### src/hw/rtl/kpd_pkg.sv
`timescale 1ns / 1ps
// ----------------------------------------------------------------------------
// kpd_pkg
// Shared types and constants of the keypad scanner: register indexes,
// reset values of the configuration registers and the lane hit record.
// ----------------------------------------------------------------------------
package kpd_pkg;

    localparam int MAX_DIM   = 4;
    localparam int IDX_W     = 2;
    localparam int CODE_W    = 8;
    localparam int TIME_W    = 32;
    localparam int CFG_IDX_W = 3;
    localparam int CFG_DAT_W = 32;

    typedef enum logic [CFG_IDX_W-1:0] {
        CFG_DEBOUNCE = 3'd0,
        CFG_KEYMAP0  = 3'd1,
        CFG_KEYMAP1  = 3'd2,
        CFG_KEYMAP2  = 3'd3,
        CFG_KEYMAP3  = 3'd4
    } t_cfg_idx;

    localparam logic [CODE_W-1:0] DEBOUNCE_RESET = 8'd20;

    // "123A", "456B", "789C", "*0#D", byte c for column c
    localparam logic [CFG_DAT_W-1:0] KEYMAP_RESET [MAX_DIM] = '{
        32'h4133_3231,
        32'h4236_3534,
        32'h4339_3837,
        32'h4423_302A
    };

    typedef struct packed {
        logic             found;
        logic [IDX_W-1:0] row;
    } t_hit;

endpackage

### src/hw/rtl/kpd_in_if.sv
`timescale 1ns / 1ps
// ----------------------------------------------------------------------------
// kpd_in_if
// Sample channel: row levels of the driven column and a timestamp.
// ----------------------------------------------------------------------------
interface kpd_in_if;
    logic        valid;
    logic        ready;
    logic [3:0]  row_levels;
    logic [31:0] now_ms;

    modport source (output valid, output row_levels, output now_ms, input ready);
    modport sink   (input valid, input row_levels, input now_ms, output ready);
endinterface

### src/hw/rtl/kpd_out_if.sv
`timescale 1ns / 1ps
// ----------------------------------------------------------------------------
// kpd_out_if
// Result channel: next column drive and the reported key, if any.
// ----------------------------------------------------------------------------
interface kpd_out_if;
    logic       valid;
    logic       ready;
    logic [3:0] column_drive;
    logic       key_valid;
    logic [7:0] key_code;
    logic [1:0] key_row;
    logic [1:0] key_column;

    modport source (output valid, output column_drive, output key_valid,
                    output key_code, output key_row, output key_column,
                    input ready);
    modport sink   (input valid, input column_drive, input key_valid,
                    input key_code, input key_row, input key_column,
                    output ready);
endinterface

### src/hw/rtl/kpd_lane.sv
`timescale 1ns / 1ps
// ----------------------------------------------------------------------------
// kpd_lane
// One row of the matrix: holds seen level, stable level and change time of
// every key in the row, debounces the key of the sampled column.
// ----------------------------------------------------------------------------
module kpd_lane
    import kpd_pkg::*;
#(
    parameter int COLUMNS = 4
) (
    input  logic              i_clk,
    input  logic              i_rst_n,
    input  logic [IDX_W-1:0]  i_col,
    input  logic              i_level,
    input  logic [TIME_W-1:0] i_now,
    input  logic [CODE_W-1:0] i_debounce,
    input  logic              i_commit,
    output logic              o_press
);

    logic [COLUMNS-1:0] r_seen;
    logic [COLUMNS-1:0] r_stable;
    logic [TIME_W-1:0]  r_change [COLUMNS];

    logic              seen_old;
    logic              stable_old;
    logic [TIME_W-1:0] change_old;
    logic              changed;
    logic [TIME_W-1:0] elapsed;
    logic              flip;
    logic [TIME_W-1:0] n_change;

    always_comb begin
        seen_old   = 1'b0;
        stable_old = 1'b0;
        change_old = '0;
        for (int c = 0; c < COLUMNS; c++) begin
            if (i_col == IDX_W'(c)) begin
                seen_old   = r_seen[c];
                stable_old = r_stable[c];
                change_old = r_change[c];
            end
        end
    end

    // a fresh change restarts the hold time, so it can never qualify now
    assign changed  = (i_level != seen_old);
    assign n_change = changed ? i_now : change_old;
    assign elapsed  = i_now - change_old;
    assign flip     = !changed && (elapsed > {{(TIME_W-CODE_W){1'b0}}, i_debounce})
                      && (stable_old != i_level);
    assign o_press  = flip && !i_level;

    always_ff @(posedge i_clk) begin
        if (!i_rst_n) begin
            r_seen   <= '0;
            r_stable <= '0;
            for (int c = 0; c < COLUMNS; c++) begin
                r_change[c] <= '0;
            end
        end else if (i_commit) begin
            for (int c = 0; c < COLUMNS; c++) begin
                if (i_col == IDX_W'(c)) begin
                    r_seen[c]   <= i_level;
                    r_change[c] <= n_change;
                    if (flip) begin
                        r_stable[c] <= i_level;
                    end
                end
            end
        end
    end

endmodule

### src/hw/rtl/kpd_merge.sv
`timescale 1ns / 1ps
// ----------------------------------------------------------------------------
// kpd_merge
// Priority merge of the row lanes: the lowest pressed row wins, and rows
// above it keep their state for the next pass.
// ----------------------------------------------------------------------------
module kpd_merge
    import kpd_pkg::*;
#(
    parameter int ROWS = 4
) (
    input  logic            i_accept,
    input  logic [ROWS-1:0] i_press,
    output logic [ROWS-1:0] o_commit,
    output t_hit            o_hit
);

    always_comb begin
        o_hit = '0;
        for (int r = 0; r < ROWS; r++) begin
            o_commit[r] = i_accept && !o_hit.found;
            if (!o_hit.found && i_press[r]) begin
                o_hit.found = 1'b1;
                o_hit.row   = IDX_W'(r);
            end
        end
    end

endmodule

### src/hw/rtl/matrix_keypad_scan_debounce.sv
`timescale 1ns / 1ps
// ----------------------------------------------------------------------------
// matrix_keypad_scan_debounce
// Scanner and per-key debouncer for an active-low key matrix.
// ----------------------------------------------------------------------------
// Each input word is one column sample and yields exactly one registered
// result word. The block takes one word per cycle while no result waits or
// the waiting result is consumed in the same cycle: all row lanes debounce
// their key of the sampled column, lanes up to the first pressed row write
// back its state, and the next word may sample any column. The first word
// samples column 0; after a reported press the scan restarts at column 0.
// The user writes configuration registers through the plain write port
// only when the block is idle; the block itself does not enforce this.
// ----------------------------------------------------------------------------
module matrix_keypad_scan_debounce
    import kpd_pkg::*;
#(
    parameter int ROWS    = 4,
    parameter int COLUMNS = 4
) (
    input  logic                 i_clk,
    input  logic                 i_rst_n,
    input  logic                 i_cfg_we,
    input  logic [CFG_IDX_W-1:0] i_cfg_idx,
    input  logic [CFG_DAT_W-1:0] i_cfg_wdata,
    kpd_in_if.sink               i_in,
    kpd_out_if.source            o_out
);

    logic [CODE_W-1:0]    r_debounce;
    logic [CFG_DAT_W-1:0] r_keymap [MAX_DIM];
    logic [IDX_W-1:0]     r_col;

    logic                 r_ovalid;
    logic [3:0]           r_drive;
    logic                 r_kvalid;
    logic [CODE_W-1:0]    r_code;
    logic [IDX_W-1:0]     r_krow;
    logic [IDX_W-1:0]     r_kcol;

    logic                 in_acc;
    logic [ROWS-1:0]      press;
    logic [ROWS-1:0]      commit;
    t_hit                 hit;
    logic [IDX_W:0]       col_inc;
    logic [IDX_W-1:0]     n_col;
    logic [CFG_DAT_W-1:0] code_word;

    assign i_in.ready = !r_ovalid || o_out.ready;
    assign in_acc     = i_in.valid && i_in.ready;

    for (genvar r = 0; r < ROWS; r++) begin : g_lane
        kpd_lane #(
            .COLUMNS (COLUMNS)
        ) u_lane (
            .i_clk      (i_clk),
            .i_rst_n    (i_rst_n),
            .i_col      (r_col),
            .i_level    (i_in.row_levels[r]),
            .i_now      (i_in.now_ms),
            .i_debounce (r_debounce),
            .i_commit   (commit[r]),
            .o_press    (press[r])
        );
    end

    kpd_merge #(
        .ROWS (ROWS)
    ) u_merge (
        .i_accept (in_acc),
        .i_press  (press),
        .o_commit (commit),
        .o_hit    (hit)
    );

    assign col_inc   = {1'b0, r_col} + (IDX_W+1)'(1);
    assign n_col     = (hit.found || col_inc >= (IDX_W+1)'(COLUMNS))
                       ? '0 : col_inc[IDX_W-1:0];
    assign code_word = r_keymap[hit.row] >> {r_col, 3'b000};

    // configuration registers
    always_ff @(posedge i_clk) begin
        if (!i_rst_n) begin
            r_debounce <= DEBOUNCE_RESET;
            for (int r = 0; r < MAX_DIM; r++) begin
                r_keymap[r] <= KEYMAP_RESET[r];
            end
        end else if (i_cfg_we) begin
            case (i_cfg_idx)
                CFG_DEBOUNCE: r_debounce  <= i_cfg_wdata[CODE_W-1:0];
                CFG_KEYMAP0:  r_keymap[0] <= i_cfg_wdata;
                CFG_KEYMAP1:  r_keymap[1] <= i_cfg_wdata;
                CFG_KEYMAP2:  r_keymap[2] <= i_cfg_wdata;
                CFG_KEYMAP3:  r_keymap[3] <= i_cfg_wdata;
                default: ;
            endcase
        end
    end

    // scan position and result register
    always_ff @(posedge i_clk) begin
        if (!i_rst_n) begin
            r_col    <= '0;
            r_ovalid <= 1'b0;
        end else begin
            if (in_acc) begin
                r_col    <= n_col;
                r_ovalid <= 1'b1;
            end else if (o_out.ready) begin
                r_ovalid <= 1'b0;
            end
        end
    end

    always_ff @(posedge i_clk) begin
        if (in_acc) begin
            r_drive  <= ~(4'b0001 << n_col);
            r_kvalid <= hit.found;
            r_code   <= hit.found ? code_word[CODE_W-1:0] : '0;
            r_krow   <= hit.found ? hit.row : '0;
            r_kcol   <= hit.found ? r_col : '0;
        end
    end

    assign o_out.valid        = r_ovalid;
    assign o_out.column_drive = r_drive;
    assign o_out.key_valid    = r_kvalid;
    assign o_out.key_code     = r_code;
    assign o_out.key_row      = r_krow;
    assign o_out.key_column   = r_kcol;

    a_col_range: assert property (@(posedge i_clk) disable iff (!i_rst_n)
        (IDX_W+1)'(r_col) < (IDX_W+1)'(COLUMNS))
        else $error("scan column out of range");

    a_restart: assert property (@(posedge i_clk) disable iff (!i_rst_n)
        in_acc && hit.found |=> r_col == '0 && o_out.column_drive == 4'b1110)
        else $error("scan did not restart after a press");

    a_drive_match: assert property (@(posedge i_clk) disable iff (!i_rst_n)
        o_out.valid |-> o_out.column_drive == ~(4'b0001 << r_col))
        else $error("column drive does not match scan position");

    a_quiet: assert property (@(posedge i_clk) disable iff (!i_rst_n)
        o_out.valid && !o_out.key_valid |->
        o_out.key_code == '0 && o_out.key_row == '0 && o_out.key_column == '0)
        else $error("key fields set without a report");

    a_commit_prefix: assert property (@(posedge i_clk) disable iff (!i_rst_n)
        !in_acc |-> commit == '0)
        else $error("key state written without an accepted word");

endmodule

### src/flat_wrapper.sv
// flat-port wrapper written by rule: the top's interface ports become plain ports
module matrix_keypad_scan_debounce_flat import kpd_pkg::*;
#(
    parameter int ROWS    = 4,
    parameter int COLUMNS = 4
)
  (i_clk, i_rst_n, i_cfg_we, i_cfg_idx, i_cfg_wdata, i_in_valid, i_in_row_levels, i_in_now_ms, i_in_ready, o_out_valid, o_out_column_drive, o_out_key_valid, o_out_key_code, o_out_key_row, o_out_key_column, o_out_ready);
  kpd_in_if i_in_i ();
  kpd_out_if o_out_i ();
  input  logic i_clk;
  input  logic i_rst_n;
  input  logic i_cfg_we;
  input  logic [CFG_IDX_W-1:0] i_cfg_idx;
  input  logic [CFG_DAT_W-1:0] i_cfg_wdata;
  input wire logic [$bits(i_in_i.valid)-1:0] i_in_valid;
  input wire logic [$bits(i_in_i.row_levels)-1:0] i_in_row_levels;
  input wire logic [$bits(i_in_i.now_ms)-1:0] i_in_now_ms;
  output wire logic [$bits(i_in_i.ready)-1:0] i_in_ready;
  output wire logic [$bits(o_out_i.valid)-1:0] o_out_valid;
  output wire logic [$bits(o_out_i.column_drive)-1:0] o_out_column_drive;
  output wire logic [$bits(o_out_i.key_valid)-1:0] o_out_key_valid;
  output wire logic [$bits(o_out_i.key_code)-1:0] o_out_key_code;
  output wire logic [$bits(o_out_i.key_row)-1:0] o_out_key_row;
  output wire logic [$bits(o_out_i.key_column)-1:0] o_out_key_column;
  input wire logic [$bits(o_out_i.ready)-1:0] o_out_ready;
  assign i_in_i.valid = i_in_valid;
  assign i_in_i.row_levels = i_in_row_levels;
  assign i_in_i.now_ms = i_in_now_ms;
  assign i_in_ready = i_in_i.ready;
  assign o_out_valid = o_out_i.valid;
  assign o_out_column_drive = o_out_i.column_drive;
  assign o_out_key_valid = o_out_i.key_valid;
  assign o_out_key_code = o_out_i.key_code;
  assign o_out_key_row = o_out_i.key_row;
  assign o_out_key_column = o_out_i.key_column;
  assign o_out_i.ready = o_out_ready;
  matrix_keypad_scan_debounce #(.ROWS(ROWS), .COLUMNS(COLUMNS)) u_core (.i_clk(i_clk), .i_rst_n(i_rst_n), .i_cfg_we(i_cfg_we), .i_cfg_idx(i_cfg_idx), .i_cfg_wdata(i_cfg_wdata), .i_in(i_in_i), .o_out(o_out_i));
endmodule
### config.mk
export PLATFORM = sky130hd
export DESIGN_NAME = matrix_keypad_scan_debounce_flat
export DESIGN_NICKNAME = d
export VERILOG_FILES = /design/src/hw/rtl/kpd_pkg.sv /design/src/hw/rtl/kpd_in_if.sv /design/src/hw/rtl/kpd_out_if.sv /design/src/hw/rtl/kpd_lane.sv /design/src/hw/rtl/kpd_merge.sv /design/src/hw/rtl/matrix_keypad_scan_debounce.sv /design/src/flat_wrapper.sv
export SDC_FILE = /design/constraint.sdc
export NUM_CORES = 2
export LEC_CHECK = 0
export ABC_CLOCK_PERIOD_IN_PS = 19000
export BUFFER_PORTS_ARGS = -buffer_cell sky130_fd_sc_hd__buf_2
export CORE_MARGIN = 1.5
export CORE_UTILIZATION = 45
export CTS_CLUSTER_DIAMETER = 30
export DETAILED_ROUTE_END_ITERATION = 8
export HOLD_SLACK_MARGIN = 0.1
export PLACE_DENSITY_LB_ADDON = 0.2
export SYNTH_ARGS = -nofsm -noshare
export SYNTH_HDL_FRONTEND = slang
export SYNTH_HIERARCHICAL = 1
export SYNTH_SLANG_ARGS = --single-unit
### constraint.sdc
create_clock -name i_clk -period 19 [get_ports i_clk]
set_clock_uncertainty 0.1 [all_clocks]
set_input_delay 0.95 -clock i_clk [delete_from_list [all_inputs] [get_ports i_clk]]
set_output_delay 0.95 -clock i_clk [all_outputs]
set_load 0.02 [all_outputs]
### Word level (Yosys, flattened, before mapping)

Memory sizes are Yosys's and may differ from the RTL's.
Cells that the tools add are included.

* word-level logic and storage cells: 310
* register bits: 60
* memories: 5
* output and inout bits: 19
* input port bits: 76
* bits in writable memories: 640

Memory list
* u_core.g_lane[0].u_lane.r_change: words 4, width 32, rd ports 4, clocked after Yosys merged registers in 0, wr ports 4, RTL line kpd_lane.sv:24 `logic [TIME_W-1:0] r_change [COLUMNS];`
* u_core.g_lane[1].u_lane.r_change: words 4, width 32, rd ports 4, clocked after Yosys merged registers in 0, wr ports 4, RTL line kpd_lane.sv:24
* u_core.g_lane[2].u_lane.r_change: words 4, width 32, rd ports 4, clocked after Yosys merged registers in 0, wr ports 4, RTL line kpd_lane.sv:24
* u_core.g_lane[3].u_lane.r_change: words 4, width 32, rd ports 4, clocked after Yosys merged registers in 0, wr ports 4, RTL line kpd_lane.sv:24
* u_core.r_keymap: words 4, width 32, rd ports 1, clocked after Yosys merged registers in 0, wr ports 4, RTL line matrix_keypad_scan_debounce.sv:31 `logic [CFG_DAT_W-1:0] r_keymap [MAX_DIM];`

* multiplexer cells: 148
* reduce and logical (&&, ||, !) cells: 69
* shift operators: 2
* equal/unequal tests: 15
* add/sub/neg operators: 5
* bitwise gates (word level): 21
* $lt $le $gt $ge: 5

Operator list (number)
* $mux W32: 40
* $gt A32 B8 Y1: 4
* $sub A32 B32 Y32: 4
* $mux W1: 103
* $reduce_and A3 Y1: 16
* $reduce_and A2 Y1: 17
* $shr A32 B5 Y8: 1
* $or A1 B1 Y1: 20
* $logic_and A1 B1 Y1: 19
* $logic_not A1 Y1: 12
* $mux W3: 4
* $ne A1 B1 Y1: 8
* $eq A3 B2 Y1 const B: 2
* $eq A2 B2 Y1 const B: 2
* $not A4 Y4: 1
* $shl A1 B2 Y4 const A: 1
* $add A2 B1 Y3 const B: 1
* $eq A3 B1 Y1 const B: 1
* $eq A3 B3 Y1 const B: 1
* $ge A3 B3 Y1 const B: 1
* $logic_not A3 Y1: 1
* $eq A2 B1 Y1 const B: 1
* $logic_not A2 Y1: 1
* $logic_or A1 B1 Y1: 2
* other kinds (2): 2

### Longest topological paths before layout

* depth after elaboration: 24
* depth in mapped cells: 32
* depth with buffers taken out: 26

### By module

Netlist, hierarchy kept.

Modules (own cells, without submodules)
* kpd_lane (u_core.g_lane[0].u_lane): instances 1, cells an instance 803, area each 8509.4 um^2, sequential area each 4003.8 um^2
* kpd_lane (u_core.g_lane[2].u_lane): instances 1, cells an instance 808, area each 8486.9 um^2, sequential area each 4003.8 um^2
* kpd_lane (u_core.g_lane[3].u_lane): instances 1, cells an instance 784, area each 8399.3 um^2, sequential area each 4003.8 um^2
* kpd_lane (u_core.g_lane[1].u_lane): instances 1, cells an instance 776, area each 8379.3 um^2, sequential area each 4003.8 um^2
* matrix_keypad_scan_debounce: instances 1, cells an instance 474, area each 6945.4 um^2, sequential area each 4574.4 um^2
* kpd_merge: instances 1, cells an instance 11, area each 66.3 um^2, sequential area each 0.0 um^2

### Least setup slack after synthesis

Ideal clock, no wire load.

* path kind: register -> register
* start point: register u_core.r_col[0]
* end point: memory u_core.g_lane[2].u_lane.r_change[2][0] (enable)
* data arrival time: 7731 ps
* stages on the path, launching flop included: 25
* library setup time: 466 ps
* path slack: 10703 ps
* cells stage by stage: dfxtp_1 buf_6 clkbuf_1 mux4_2 inv_1 ha_1 nor2b_1 o2bb2ai_1 nand2_1 maj3_1 a21oi_1 o21ai_0 xor2_1 ha_1 a21oi_1 nand2_1 o21ai_0 o2111ai_1 or4_1 nor4_2 nand4_2 and2_1 nor3b_2 nand2_1 o21ai_0

RTL lines
* start, declared: RTL line matrix_keypad_scan_debounce.sv:32 `logic [IDX_W-1:0] r_col;`
* start signal, assigned: RTL line matrix_keypad_scan_debounce.sv:107 `r_col <= n_col;`
* end, declared: RTL line kpd_lane.sv:24

==> key figures <==
Timing
  – Worst slew pin tran: approximately 1.1 ns
  – Hold Fails Final Rpt: 0
  – Hold WS: approximately 0.35 ns
  – Post-Route Setup TNS: 0 ns
  – RSZ-0062 raised after global routing: no
  – Fmax achieved: between 100 and 150 MHz
  – Max Slew Vio Count: 0
  – Final period util: 48.4%
  – Setup violations, final: 0
  – Min Clock Period, post-route: 9.20 ns
  – Max_slew headroom: a little under a quarter

Critical path
  – Critical path class: reg2reg
  – Worst EP required: just under 20 ns
  – Data arrival, critical path: between 9 and 10 ns
  – Crit path max fanout: 98
  – CP startpoint kind: flip-flop
  – R2R depth: 25
  – Max incr delay on CP: around 0.81 ns
  – Crit path from: u_core/r_col[0]
  – R2r startpoint: u_core/r_col[0]
  – Crit-path most repeated cell: a21oi_1
  – Worst reg2reg endpoint: u_core/g_lane[3].u_lane/r_change[0][29]
  – CP endpoint kind: flip-flop
  – Worst path slowest cell: nand2b_2
  – R2R Setup Slk: just under 10 ns

Clock network
  – Cts hold-fix bufs: 0
  – Post CTS Setup Buffer Count: 0
  – CTS sink cnt: 700
  – CTS max path bufs: 3
  – CTS root buf: clkbuf_16
  – TritonCTS clock tree: done
  – Clk slew on worst S/H paths: ~0.040 ns
  – Insertion delay to the later sink of the worst-skew pair: roughly 0.75 ns
  – H-tree depth: 4
  – PostCTS Resize Cnt: 0
  – CTS buffer count: 156

Drt
  – DR vias: approximately 30000
  – Routed len/inst: about 23 um
  – Drt drc: 0
  – ANT nets after route: 0
  – Vias/cell: around 6.0
  – Pre-antenna DRT Iters: 8
  – Drt total wl: 117000 um
  – Initial drt markers: between 2000 and 3000

Cells and area
  – Most common cell after layout, fill and taps aside: edfxtp_1
  – Nets: ~4000
  – Fill cell count: ~7800
  – Final Instance Area: 47700 sq um
  – Synth-to-layout area growth: 17.0%
  – Most frequent cells in the layout: edfxtp_1 (657), nor2_1 (647), nand2_1 (213)
  – Layout Utilization: approximately 53%
  – Layout cell share with drive strength beyond 1: 16.0%

Placed design
  – Port Buf Inserts: 94
  – DP Wirelength: 74000 um
  – Final Wtd Congestion: 0.924
  – DP Area: ~42000 sq um

Flow run
  – Max cap viols: 0

GRT
  – Overall global routing resource usage: about 25%
  – Gr ovfl total: 0
  – Initial antenna violation count: 2
  – Vias in the first global route: between 20000 and 30000
  – Pin count of the biggest net entering global routing: around 120
  – First-pass GRT wire length: 177000 um

Yosys
  – Mapped cell area: just over 40000 sq um
  – YS warnings: 6
  – Avg Cell Area, Syn: between 10 and 15 sq um
  – Number of synthesized register bits: 700
  – EDFF count, synth: 657
  – Post-synthesis sequential area ratio: 50.5%
  – Most used DFF post-synth: edfxtp_1
  – Post-Syn Nets: around 3900
  – Cells after Synth: between 3000 and 4000
  – Post-synth ARST share: 0%
  – Synth unique cells: between 100 and 150

Worst hold path
  – Hold Path Depth: 2
  – Min-delay src: u_core/g_lane[2].u_lane/r_stable[1]
  – Worst hold endpoint: u_core/g_lane[2].u_lane/r_stable[1]
  – Hold Path Class: reg2reg

Die
  – Die area: between 90000 and 100000 sq um
  – CORE AREA: ~90000 sq um
  – Die W: between 300 and 400 um
  – Initial core utilization: 45.4%
  – # IOs: between 90 and 100
  – Placement Rows: 110
  – Die Y: between 300 and 400 um

Power and ir drop
  – Gate power share: a little under a fifth
  – Internal power: around 4000 uW
  – Power density over the cells: 118 nW/um^2
  – Clock Power Share: just under 50%
  – Worst VDD drop: about 0.000097 V
  – Leakage Power: ~0.018 uW
  – Sw power: 1620 uW
  – Reg power frac: 32.4%
  – Net Sw Frac: around 29%

Outcome
  – Outcome: completed
## cell usage after synthesis (43+ instances only)
master / number / area, sq um
edfxtp_1: 657 / 19700
nor2_1: 648 / 2430
nand2_1: 216 / 811
inv_1: 195 / 732
a21oi_1: 182 / 911
clkbuf_1: 179 / 672
mux2i_1: 162 / 1620
ha_1: 153 / 1910
mux4_2: 148 / 3330
and2_1: 98 / 613
o21ai_0: 93 / 465
nand3_1: 71 / 355
nand4_1: 56 / 350
or3_1: 55 / 344
xnor2_1: 45 / 394
dfxtp_1: 43 / 861
## cell families (layout without fill, tap and decap cells)
| group | after synthesis | count (layout) | share of synthesized area [%] |
|---|---|---|---|
| DFF | 700 | 700 | 50.5 |
| xor gates and xnor gates | 71 | 71 | 1.52 |
| and+or+nand+nor | 1390 | 1390 | 16.3 |
| AOI/OAI and AO/OA | 589 | 589 | 9.47 |
| buffers and inverters | 409 | 626 | 4.04 |
| adders and majority gates | 164 | 164 | 5.07 |
| muxes | 333 | 333 | 13.1 |
| other | 0 | 2 | 0 |
## power by group through the flow
stage	Clock (uW)	Combinational [uW]	Sequential, uW
global route	2830	1180	1830
floorplan	0	783	1840
CTS	2760	1070	1820
detailed placement	0	1060	1850
finish	2720	1080	1820
global placement	0	1060	1850
## worst max-delay path by stage
stage | end | slack (ns) | depth (start not counted)
3_5_place_dp | u_core/g_lane[3].u_lane/r_change[0][25] | 9.69 | 25
3_3_place_gp | u_core/g_lane[3].u_lane/r_change[0][25] | 9.82 | 25
6_report | u_core/g_lane[3].u_lane/r_change[0][29] | 9.80 | 25
2_1_floorplan | u_core/g_lane[2].u_lane/r_change[2][0] | 10.70 | 24
4_1_cts | u_core/g_lane[3].u_lane/r_change[0][29] | 9.65 | 25
5_1_grt | u_core/g_lane[3].u_lane/r_change[0][29] | 9.05 | 25
## per-stage QoR
| step | worst slack, ns | power, uW | cells |
|---|---|---|---|
| floorplan | 10.70 | 2620 | 3656 |
| global placement | 9.82 | 2910 | 4762 |
| detailed placement | 9.69 | 2910 | 4762 |
| CTS | 9.65 | 5650 | 5049 |
| global route | 9.05 | 5840 | 5049 |
| finish | 9.80 | 5630 | 5051 |
## critical path, delay by kind of cell (launching register included)
kind                     cells  cell delay (ns)
multiplexers                 1             0.63
buffers and inverters        3             1.37
XOR/XNOR                     1             0.16
adder cells (fa/ha/maj)      3             0.89
AO/OA/AOI/OAI                6             1.02
flip-flops                   1             0.78
AND/OR/NAND/NOR             11             3.76
## cell type report
cell class | instances | area, sq um | share of cell area (%)
sequential | 700 | 20600 | 43.2
multi-input combinational | 2547 | 18600 | 39.1
clock buffer | 176 | 3980 | 8.34
tap | 1176 | 1470 | 3.08
clock inverter | 111 | 1400 | 2.94
timing repair buffer | 143 | 866 | 1.81
inverter | 196 | 736 | 1.54
antenna | 2 | 5.00 | 0.0105
## layer usage
layer	up-vias	share of wire [%]	global-route usage (%)
li1	13800	-	-
met1	15100	44	33.8
met2	1074	47	39.8
met3	207	6.5	4.60
met4	0	3.4	9.85
met5	-	0	0
## registers in the layout (all words and copies together), names as in the netlist
| name | cells |
|---|---|
| u_core/g_lane.u_lane/r_stable | 16 |
| u_core/r_debounce | 8 |
| u_core/o_out.key_column | 2 |
| u_core/o_out.key_code | 8 |
| u_core/o_out.key_row | 2 |
| u_core/g_lane.u_lane/r_seen | 16 |
| u_core/o_out.key_valid | 1 |
| u_core/r_col | 2 |
| u_core/o_out.column_drive | 4 |
| u_core/o_out.valid | 1 |
| u_core/r_keymap | 128 |
| u_core/g_lane.u_lane/r_change | 512 |
(Power assumes the default switching activity.)
